**src/hdl/bxf_pkg.sv**
```systemverilog
// Shared constants and types for the 3x3 box filter.
`timescale 1ns / 1ps

package bxf_pkg;

  // Default sizes handed to the top level.
  localparam int MAX_WIDTH_DEF   = 256;
  localparam int SAMPLE_BITS_DEF = 16;

  // Register file geometry.
  localparam int CFG_BITS     = 9;
  localparam int CFG_IDX_BITS = 1;

  // Register reset values and limits.
  localparam int GRID_WIDTH_RESET  = 150;
  localparam int GRID_HEIGHT_RESET = 150;
  localparam int GRID_MIN          = 3;
  localparam int MAX_HEIGHT        = 256;

  // Row and column tags on results.
  localparam int COORD_BITS = 8;

  // Pipeline depth of the divide-by-nine unit.
  localparam int DIV_LAT = 4;

  typedef enum logic [CFG_IDX_BITS-1:0] {
    CFG_GRID_WIDTH  = 1'b0,
    CFG_GRID_HEIGHT = 1'b1
  } cfg_idx_t;

  // Result slots of one input item, in delivery order.
  typedef enum logic [1:0] {
    SLOT_CENTER = 2'd0,  // (r-1, c-1): mean or border pass-through
    SLOT_RIGHT  = 2'd1,  // (r-1, c)  : last column
    SLOT_BELOW  = 2'd2,  // (r, c-1)  : last row
    SLOT_CORNER = 2'd3   // (r, c)    : last grid position
  } slot_t;

endpackage

```
**src/hdl/bxf_div9.sv**
```systemverilog
// Pipelined signed divide by nine, rounding to nearest, ties away from zero.
`timescale 1ns / 1ps

module bxf_div9 import bxf_pkg::*; #(
  parameter int SAMPLE_BITS = SAMPLE_BITS_DEF
) (
  input  logic                          clk,
  input  logic                          en,
  input  logic signed [SAMPLE_BITS+3:0] sum_in,
  output logic signed [SAMPLE_BITS-1:0] mean_out
);

  localparam int SUM_BITS  = SAMPLE_BITS + 4;
  localparam int MAG_BITS  = SAMPLE_BITS + 3;
  localparam int SHIFT     = MAG_BITS + 3;
  localparam int LO_BITS   = MAG_BITS / 2;
  localparam int HI_BITS   = MAG_BITS - LO_BITS;
  localparam int PLO_BITS  = LO_BITS + MAG_BITS;
  localparam int PHI_BITS  = HI_BITS + MAG_BITS;
  localparam int PROD_BITS = 2 * MAG_BITS;

  // ceil(2^SHIFT / 9): exact floor quotient for every magnitude below 2^MAG_BITS.
  localparam logic [63:0] RECIP_FULL = ((64'd1 << SHIFT) + 64'd8) / 64'd9;
  localparam logic [MAG_BITS-1:0] RECIP = RECIP_FULL[MAG_BITS-1:0];

  logic [SUM_BITS-1:0]    sum_u;
  logic [SUM_BITS-1:0]    mag_full;
  logic [MAG_BITS-1:0]    mag_r;
  logic                   neg1_r, neg2_r, neg3_r;
  logic [PLO_BITS-1:0]    plo_r, plo_nxt;
  logic [PHI_BITS-1:0]    phi_r, phi_nxt;
  logic [PROD_BITS-1:0]   prod;
  logic [SAMPLE_BITS-1:0] q_r;
  logic [SAMPLE_BITS-1:0] mean_r;

  // Magnitude plus the rounding half: |sum| + 4.
  assign sum_u    = sum_in;
  assign mag_full = sum_u[SUM_BITS-1] ? (~sum_u + SUM_BITS'(5)) : (sum_u + SUM_BITS'(4));

  // Split the reciprocal multiply into two partial products.
  assign plo_nxt = PLO_BITS'(mag_r[LO_BITS-1:0]) * PLO_BITS'(RECIP);
  assign phi_nxt = PHI_BITS'(mag_r[MAG_BITS-1:LO_BITS]) * PHI_BITS'(RECIP);

  assign prod = (PROD_BITS'(phi_r) << LO_BITS) + PROD_BITS'(plo_r);

  always_ff @(posedge clk) begin
    if (en) begin
      mag_r  <= mag_full[MAG_BITS-1:0];
      neg1_r <= sum_u[SUM_BITS-1];
      plo_r  <= plo_nxt;
      phi_r  <= phi_nxt;
      neg2_r <= neg1_r;
      q_r    <= prod[SHIFT +: SAMPLE_BITS];
      neg3_r <= neg2_r;
      mean_r <= neg3_r ? (~q_r + SAMPLE_BITS'(1)) : q_r;
    end
  end

  assign mean_out = mean_r;

endmodule

```
**config.mk**
```make
export PLATFORM = sky130hd
export DESIGN_NAME = bxf_div9
export DESIGN_NICKNAME = d
export VERILOG_FILES = /design/src/hdl/bxf_pkg.sv /design/src/hdl/bxf_div9.sv
export SDC_FILE = /design/constraint.sdc
export NUM_CORES = 1
export LEC_CHECK = 0
export BUFFER_PORTS_ARGS = -buffer_cell sky130_fd_sc_hd__buf_2
export CAP_MARGIN = 20
export CORE_ASPECT_RATIO = 0.7
export CORE_MARGIN = 2
export CORE_UTILIZATION = 40
export CTS_CLUSTER_SIZE = 8
export DETAILED_ROUTE_END_ITERATION = 16
export SYNTH_ARGS = -nofsm -noshare
export SYNTH_HDL_FRONTEND = slang
export SYNTH_SLANG_ARGS = --single-unit
```
**constraint.sdc**
```tcl
create_clock -name clk -period 13.5 [get_ports clk]
set_input_delay 2.7 -clock clk [delete_from_list [all_inputs] [get_ports clk]]
set_output_delay 2.7 -clock clk [all_outputs]
set_load 0.05 [all_outputs]
```
==> impl_metrics.tcl, run 1 <==
set metrics [dict create \
    clock_skew_ns 0.006502 \
    wl_um 17430 \
    syn_nets 1110 \
    synth_common_cells "151 x ha_1, 122 x inv_1, 100 x edfxtp_1" \
    drtPass1Iterations 5 \
    ys_seq_elements 100 \
    die-height_um 131.9 \
    path_cells "fa_1 -> ha_1 -> inv_1 -> fa_1 -> inv_1 -> ha_1 -> inv_1 -> fa_1 -> inv_1 -> ha_1 -> a21oi_1 -> nor2_1 -> a211oi_1 -> a21oi_2 -> a41o_1 -> a21o_1 -> a211o_1" \
    fin_ws_ns 8.597 \
    yosysWarnings 0 \
    ctsResizeCount 0 \
    ant_nets 0 \
    met1Wirelength_um 9570 \
    via_per_inst 5.036 \
    grt_setup_unrepaired "no" \
    post_drt_wl_per_cell_um 14.12 \
    grt_pass1_vias 6178 \
    initial_core_util_pct 41.04 \
    tns_ns 0 \
    ys_async_sr_fraction_pct 0 \
    final_area_mm2 0.01020 \
    grt_max_degree 84 \
    cp_max_fo 5 \
    grt_usage_pct 14.98 \
    clkSlewWorstSetupHoldPaths_ns 0.07 \
    maxCapViolCount 0 \
    clkSinkCount 100 \
    placed_area_mm2 0.009883 \
    synth_top_area_share_pct 32.10 \
    yosysTopAreaCell "edfxtp_1" \
    die_width_um 186.8 \
    rrSetupSlack_ns 8.60 \
    whs_ns 0.4207 \
    hpwl_um 14470 \
    highest_layer "met4" \
    start_kind "register" \
    overflow 0 \
    gp_congestion 0.8660 \
    cp-end-kind "register" \
    syn-instance-count 882 \
    port_buffers 37 \
    synth_edf_count 100 \
    crit_type "reg2reg" \
    cts_tree "built" \
    area_delta_synth_final_pct 9.042 \
    worstRegToRegCells 17 \
    worstReg2RegStart "mag_r[13]" \
    min_to "neg3_r" \
    finalNetCount 1145 \
    final_hold_viol_count 0 \
    relSlewSlack_pct 31.02 \
    critPathMaxStageDelay_ns 0.52 \
    worstMarginPinSlew_ns 1.035 \
    fillers 2192 \
    wl_met3_um 753 \
    post-place-ws_ns 8.602 \
    coreArea_mm2 0.02279 \
    synthTopCellsByArea "edfxtp_1 32%, ha_1 20%, fa_1 12%" \
    wl_met2_um 7034 \
    hold_depth 0 \
    clk-insertion-delay-late_ns 0.35 \
    die_area_mm2 0.02464 \
    cts_root_buf "clkbuf_16" \
    dr_total_vias 6214 \
    synth_most_common_cell "ha_1" \
    arrival_ns 5.00 \
    avgSynthCellArea_um2 10.61 \
    std_cell_rows 46 \
    synth_top_flop_cell "edfxtp_1" \
    syn-cell-area_mm2 0.009354 \
    crit_cells 17 \
    cts_buffers 9 \
    min_from "neg2_r" \
    antennaDiodeCount 0 \
    drive_gt1_share_pct 8.026 \
    drtIter0Drc 413 \
    clockBufferDepth 2 \
    grt_pass1_wl_um 30400 \
    fmax_ghz 0.2040 \
    path_delay_family "adder cells" \
    drcViolationCount 0 \
    io-pin-count 38 \
    status "finished clean" \
    slowest_stage "edfxtp_1" \
    yosysSeqAreaShare_pct 32.10 \
    ys_types 63 \
    cp.required_ns 13.60 \
    cpMostUsedCell "inv_1" \
    period_minus_slack_ns 4.903 \
    reg2reg_to "phi_r[26]" \
    antenna_found_initial 0 \
    finalSetupViolCount 0 \
    h-tree-depth 3 \
    cts_setup_buffers 0 \
    drv_slew 0 \
    hold_class "reg2reg" \
    crit_buf_inv 4 \
    timing.final.crit_share_pct 36.32 \
    holdBufCountCts 0 \
]
-- sequential cells by signal (all words and copies together), names as in the netlist --
name      cells
plo_r        18
mag_r        19
neg3_r        1
neg2_r        1
phi_r        28
neg1_r        1
q_r          16
mean_out     16
-- worst reg2reg max path: stages, from the launching register on --
cell and delay (ns):
edfxtp_1 0.52, fa_1 0.52, ha_1 0.32, inv_1 0.06
fa_1 0.49, inv_1 0.05, ha_1 0.26, inv_1 0.05
fa_1 0.49, inv_1 0.04, ha_1 0.36, a21oi_1 0.19
nor2_1 0.06, a211oi_1 0.34, a21oi_2 0.14, a41o_1 0.28
a21o_1 0.21, a211o_1 0.27
-- layer usage --
| layer | up-vias | track usage [%] |
|---|---|---|
| li1 | 3173 | - |
| met4 | 0 | 2.116 |
| met3 | 4 | 2.848 |
| met5 | - | 0 |
| met2 | 113 | 21.89 |
| met1 | 2924 | 23.29 |
-- final cells by class --
type / instances / area (µm²) / share of cell area [%]
timing repair buffer: 38 / 195.2 / 1.914
sequential: 100 / 3003 / 29.44
multi-input combinational: 646 / 5837 / 57.23
clock buffer: 9 / 225.2 / 2.208
tap: 312 / 390.4 / 3.827
inverter: 122 / 457.9 / 4.490
clock inverter: 7 / 91.34 / 0.8955
-- stage by stage --
stage,utilization [%],std cells
2_1_floorplan,-,882
3_3_place_gp,43.36,1218
3_5_place_dp,43.36,1218
4_1_cts,44.75,1234
5_1_grt,44.75,1234
6_report,44.75,1234
-- logic make-up after synthesis --
logic type / share of synthesized area, %
AND/OR/NAND/NOR: 8.695
AO/OA/AOI/OAI: 13.67
flip-flops: 32.10
multiplexers: 0.1070
XOR/XNOR: 7.959
buffers and inverters: 5.498
adder cells (fa/ha/maj): 31.97
-- worst max path at each step --
stage	from	slack [ns]	end
after floorplan	mag_r[17]	8.90	phi_r[26]
after global placement	mag_r[13]	8.73	phi_r[23]
after detailed placement	mag_r[17]	8.60	phi_r[26]
after CTS	mag_r[13]	8.59	phi_r[23]
after global routing	mag_r[7]	8.31	plo_r[27]
final	mag_r[13]	8.60	phi_r[26]
-- layout by cell type, fill, tap and decap left out, types with 3 or more instances in the layout --
master,count
nand2b_1,6
nand2_1,43
o21a_1,11
o211ai_1,4
xor2_1,18
a21boi_0,3
clkinv_8,3
xnor2_1,67
o21ai_1,4
o21bai_1,4
nand4_1,8
o21ai_0,37
or4_1,4
clkbuf_16,9
nand3_1,18
nor4_1,5
nor3_1,10
o31ai_1,6
and3_1,9
buf_2,36
fa_1,55
a21oi_1,60
a21o_1,21
edfxtp_1,100
a21oi_2,4
o22ai_1,3
or3_1,5
and2_1,7
nor2b_1,7
nor2_1,35
inv_1,122
a31oi_1,6
ha_1,151
Power of run 1 is left out: the tool's default activity adds up to more than one toggle a clock period on the data nets, which glitch-free logic cannot reach.
==> inputs of run 2 (changes only) <==
- ABC_AREA: not set -> 1
- clock period: 13.5 -> 4.2 ns (I/O delays scaled with it)
==> run 2 against run 1 <==
First-iteration DRC count rose by 92%. Critical endpoint is now phi_r[15]. Global-route usage rose by 5.4 points. Via count rose by 52%. Final cell count rose by 53%. Maximum frequency rose by 18%. Largest cell class unchanged.
==> impl_metrics.tcl, run 2 <==
set metrics [dict create \
    coreArea_mm2 0.02678 \
    final_hold_viol_count 0 \
    largest-register "phi_r" \
    yosysSeqAreaShare_pct 27.53 \
    ys_seq_elements 100 \
    placed_area_mm2 0.01219 \
    layout_commonest_cell "nand2_1" \
    wl_um 28780 \
    antenna_found_initial 1 \
    dr_total_vias 9427 \
    die_area_mm2 0.02863 \
    drive_gt1_share_pct 20.21 \
    clock_skew_ns 0.01679 \
    yosysWarnings 0 \
    hold_depth 0 \
    reg.largest.list "phi_r: 28 flops, mag_r: 19 flops, plo_r: 18 flops" \
    io-pin-count 38 \
    post_drt_wl_per_cell_um 15.20 \
    final_area_mm2 0.01336 \
    synth_compound_area_share_pct 7.273 \
    synth_adder_area_share_pct 27.42 \
    finalSetupViolCount 0 \
    mostFrequentLayoutCells "322 x nand2_1, 234 x inv_1, 122 x ha_1" \
    relSlewSlack_pct 57.43 \
    syn-cell-area_mm2 0.01091 \
    fmax_ghz 0.2414 \
    antennaDiodeCount 0 \
    slowest_stage "fa_2" \
    clockBufferDepth 2 \
    cts_root_buf "clkbuf_16" \
    min_from "neg2_r" \
    cp_max_fo 4 \
    ys_async_sr_fraction_pct 0 \
    syn-instance-count 1376 \
    synthMuxAreaShare_pct 0 \
    avgSynthCellArea_um2 7.926 \
    arrival_ns 4.26 \
    synth_top_family_by_area "adder cells" \
    period_minus_slack_ns 4.143 \
    overflow 0 \
    finalNetCount 1752 \
    grt_pass1_wl_um 46030 \
    path_delay_family "adder cells" \
    grt_pass1_vias 8933 \
    via_per_inst 4.980 \
    drtPass1Iterations 6 \
    synth_common_cells "344 x nand2_1, 250 x inv_1, 151 x ha_1" \
    std_cell_rows 50 \
    clk-insertion-delay-late_ns 0.37 \
    status "finished clean" \
    ant_nets 0 \
    crit_type "reg2reg" \
    synth_most_common_cell "nand2_1" \
    hold_class "reg2reg" \
    critPathMaxStageDelay_ns 0.64 \
    synth_top_flop_cell "edfxtp_1" \
    post-place-ws_ns -0.1972 \
    clkSlewWorstSetupHoldPaths_ns 0.07 \
    start_kind "register" \
    port_buffers 37 \
    worstReg2RegStart "mag_r[14]" \
    yosysTopAreaCell "edfxtp_1" \
    fillers 2602 \
    drcViolationCount 0 \
    grt_setup_unrepaired "yes" \
    synthSimpleGateAreaFrac_pct 23.99 \
    cp.required_ns 4.32 \
    crit_buf_inv 2 \
    die_width_um 201.4 \
    gp_congestion 0.9866 \
    clkSinkCount 100 \
    drv_slew 0 \
    cp-end-kind "register" \
    path_cells "fa_2 -> ha_4 -> fa_1 -> fa_1 -> fa_2 -> ha_4 -> a21oi_2 -> buf_6 -> nand2_2 -> buf_4 -> nand2_1 -> nand2_1 -> xor2_2" \
    rrSetupSlack_ns 0.06 \
    synth_top_area_share_pct 27.53 \
    synthTopCellsByArea "edfxtp_1 28%, ha_1 17%, nand2_1 12%" \
    holdBufCountCts 0 \
    worstMarginPinSlew_ns 0.6386 \
    h-tree-depth 3 \
    worstRegToRegCells 13 \
    fin_ws_ns 0.05682 \
    reg2reg_to "phi_r[15]" \
    ys_types 39 \
    die-height_um 142.2 \
    cts_buffers 9 \
    drtIter0Drc 792 \
    grt_usage_pct 20.41 \
    initial_core_util_pct 40.73 \
    synth_edf_count 100 \
    timing.final.crit_share_pct 98.65 \
    hpwl_um 23440 \
    cts_tree "built" \
    grt_max_degree 40 \
    synth_xor_area_share_pct 4.738 \
    largest_reg_flops 28 \
    area_delta_synth_final_pct 22.52 \
    syn_nets 1604 \
    maxCapViolCount 0 \
    min_to "neg3_r" \
]
run 2: changes by cell type after synthesis, sizes merged, moves of 12 or more:
cell and change:
a21o -17, a21oi +12, inv +129, nand2 +306, nand3 +53, nand4 +21
nor2 +77, nor3 +15, xnor2 -50, xor2 +24
run 2: final cells by class:
| type | instances | area, µm² | area share, % |
|---|---|---|---|
| multi-input cells | 1016 | 7625 | 57.06 |
| flip-flops and latches | 100 | 3003 | 22.47 |
| repair buffers | 146 | 1036 | 7.753 |
| inverters | 251 | 947.2 | 7.088 |
| well taps | 364 | 455.4 | 3.408 |
| clock buffers | 9 | 225.2 | 1.685 |
| clock inverters | 7 | 71.32 | 0.5337 |
run 2: worst max-delay path by stage:
stage / startpoint / endpoint / depth (start not counted)
finish: mag_r[14] / phi_r[15] / 13
global route: mag_r[14] / phi_r[22] / 17
CTS: mag_r[11] / phi_r[24] / 13
detailed placement: mag_r[16] / phi_r[27] / 15
global placement: mag_r[16] / phi_r[21] / 16
floorplan: mag_r[17] / phi_r[27] / 16
run 2: cells by family after synthesis:
kind of cell             count (synthesis)
flip-flops                             100
AND/OR/NAND/NOR                        606
XOR/XNOR                                59
adder cells (fa/ha/maj)                206
AO/OA/AOI/OAI                          145
buffers and inverters                  260
run 2: stage by stage:
stage	hold slack (ns)	utilization (%)	instances	setup TNS, ns
after floorplan	0.4003	-	1376	0
after global placement	0.4026	45.52	1859	-1.309
after detailed placement	0.4057	45.52	1859	-2.209
after CTS	0.4224	47.47	1884	-0.01476
after global routing	0.4337	49.91	1893	-0.5566
final	0.4198	49.91	1893	0
run 2: layer usage:
metal / vias up / share of wire, % / GRT usage [%] / wire length (µm)
met5: - / 0 / 0 / 0
met4: 0 / 1.1 / 3.522 / 322
met3: 24 / 6.5 / 3.709 / 1857
met2: 242 / 41 / 30.62 / 11920
met1: 4397 / 51 / 30.87 / 14680
li1: 4764 / - / - / -
run 2: timing repair:
item | CTS | global route
pin swaps | 11 | 53
setup endpoints to repair | 17 | 29
resized for setup | 30 | 140
buffers inserted | 9 | 9
run 2: worst reg2reg max path, stage by stage (launching register included):
cell and delay (ns):
edfxtp_1 0.47, fa_2 0.64, ha_4 0.21, fa_1 0.52, fa_1 0.45, fa_2 0.58, ha_4 0.23, a21oi_2 0.15
buf_6 0.13, nand2_2 0.07, buf_4 0.16, nand2_1 0.06, nand2_1 0.08, xor2_2 0.16
Power of run 2 is left out for the same reason.
==> inputs of run 3 (changes only) <==
- ABC_AREA: 1 -> not set
==> run 3 against run 2 <==
Setup slack lost 0.38 ns. Global-route usage shrank 4.4 points. Via count shrank 28%. Maximum frequency shrank 8.4%. Final cell count shrank 28%. Critical path depth grew 1. Largest cell class unchanged. Non-clock buffer count grew 21. Cell area shrank 11%. The flow now finishes with violations (setup timing).
==> impl_metrics.tcl, run 3 (synthesized netlist as in run 1, its figures left out) <==
set metrics [dict create \
    clkSinkCount 100 \
    relSlewSlack_pct 42.47 \
    hold_depth 0 \
    die_area_mm2 0.02464 \
    ant_nets 0 \
    cp_max_fo 4 \
    period_minus_slack_ns 4.523 \
    hpwl_um 15570 \
    wl_um 19810 \
    placed_area_mm2 0.01086 \
    placed_cells 1325 \
    cp.required_ns 4.31 \
    clock_skew_ns 0.009978 \
    gp_congestion 0.8639 \
    clockBufferDepth 2 \
    finalSetupViolCount 17 \
    drv_slew 0 \
    io-pin-count 38 \
    final_area_mm2 0.01194 \
    violations "setup timing" \
    rrSetupSlack_ns -0.32 \
    dr_total_vias 6757 \
    fillers 2005 \
    clk-insertion-delay-late_ns 0.35 \
    clkSlewWorstSetupHoldPaths_ns 0.08 \
    antennaDiodeCount 0 \
    slowest_stage "fa_1" \
    h-tree-depth 3 \
    drtPass1Iterations 5 \
    std_cell_rows 46 \
    cts_root_buf "clkbuf_16" \
    cpMostUsedCell "fa_1" \
    overflow 0 \
    largest_reg_flops 28 \
    status "complete, but fails checks" \
    critPathMaxStageDelay_ns 0.59 \
    antenna_found_initial 0 \
    timing.final.crit_share_pct 107.7 \
    largest-register "phi_r" \
    grt_max_degree 70 \
    maxCapViolCount 0 \
    port_buffers 37 \
    start_kind "register" \
    cts_buffers 9 \
    drcViolationCount 0 \
    reg.largest.list "phi_r: 28 flops, mag_r: 19 flops, plo_r: 18 flops" \
    drive_gt1_share_pct 27.88 \
    fmax_ghz 0.2211 \
    worstRegToRegCells 14 \
    tns_ns -3.006 \
    worstReg2RegStart "mag_r[15]" \
    initial_core_util_pct 41.04 \
    drtIter0Drc 382 \
    arrival_ns 4.64 \
    grt_usage_pct 16.05 \
    worstMarginPinSlew_ns 0.8629 \
    grt_setup_unrepaired "yes" \
    mostFrequentLayoutCells "120 x ha_1, 119 x buf_4, 116 x inv_1" \
    crit_type "reg2reg" \
    holdBufCountCts 0 \
    layout_commonest_cell "ha_1" \
    area_delta_synth_final_pct 27.65 \
    fin_ws_ns -0.3235 \
    post_drt_wl_per_cell_um 14.53 \
    path_cells "buf_4 -> buf_6 -> ha_4 -> ha_4 -> fa_1 -> inv_1 -> fa_1 -> fa_1 -> inv_1 -> ha_1 -> and2_1 -> a41o_1 -> a21o_1 -> a211o_1" \
    hold_class "reg2reg" \
    coreArea_mm2 0.02279 \
    final_hold_viol_count 0 \
    finalNetCount 1274 \
    cts_tree "built" \
    min_to "neg3_r" \
    reg2reg_to "phi_r[26]" \
    cp-end-kind "register" \
    die-height_um 131.9 \
    final_cells 1363 \
    min_from "neg2_r" \
    via_per_inst 4.957 \
    grt_pass1_vias 6470 \
    die_width_um 186.8 \
    grt_pass1_wl_um 32110 \
]
run 3: changes by cell type in the layout (fill, tap and decap cells not counted), moves of 11 or more:
cell | before | now
inv_1 | 234 | 116
nand4_1 | 29 | 8
xnor2_1 | 17 | 64
nor2_2 | 13 | 1
buf_4 | 102 | 119
a21oi_1 | 59 | 48
a21o_1 | 4 | 21
xor2_1 | 40 | 18
nand3_1 | 68 | 16
nand2_2 | 18 | 1
nor2_1 | 92 | 32
nand2_1 | 322 | 40
run 3: how the worst max path moves through the flow:
stage,startpoint,end,slack (ns),cells past startpoint
2_1_floorplan,mag_r[15],phi_r[23],-0.14,13
3_5_place_dp,mag_r[16],phi_r[26],-0.30,15
5_1_grt,mag_r[15],phi_r[23],-0.44,13
4_1_cts,mag_r[15],phi_r[23],-0.24,13
6_report,mag_r[15],phi_r[26],-0.32,14
3_3_place_gp,mag_r[14],phi_r[23],-0.20,13
run 3: layout make-up:
cell class / instances / area [µm²] / share of cell area [%]
clock buffers: 9 / 225.2 / 1.886
clock inverters: 7 / 88.84 / 0.7440
multi-input cells: 646 / 6558 / 54.92
flip-flops and latches: 100 / 3003 / 25.15
well taps: 312 / 390.4 / 3.269
repair buffers: 167 / 1217 / 10.20
inverters: 122 / 457.9 / 3.835
run 3: repair_timing:
action                     CTS  global route
cloned                       0             0
pin swaps                   17            51
buffers inserted            13            12
setup endpoints to repair   24            29
resized for setup           41            74
run 3: metrics by stage:
stage / util (%) / hold WS, ns / setup WS [ns]
2_1_floorplan: - / 0.4003 / -0.1411
3_3_place_gp: 47.66 / 0.4564 / -0.2048
3_5_place_dp: 47.66 / 0.4655 / -0.3011
4_1_cts: 50.36 / 0.4799 / -0.2411
5_1_grt: 52.39 / 0.4942 / -0.4394
6_report: 52.39 / 0.4751 / -0.3235
run 3: worst max-delay path: cells and delay by family, from the launching register on:
family,cells,cell delay [ns]
AOI/OAI and AO/OA,3,0.81
buffers and inverters,4,0.41
adders and majority gates,6,2.37
DFF,1,0.45
and+or+nand+nor,1,0.25
run 3: per-layer routing:
layer / part of all wire [%] / GRT usage [%] / vias to the layer above / wire, µm
met4: 1.1 / 3.131 / 0 / 225
li1: - / - / 3439 / -
met5: 0 / 0 / - / 0
met3: 4.2 / 2.768 / 16 / 836
met2: 42 / 23.32 / 132 / 8232
met1: 53 / 24.90 / 3170 / 10510
Power of run 3 is left out for the same reason.
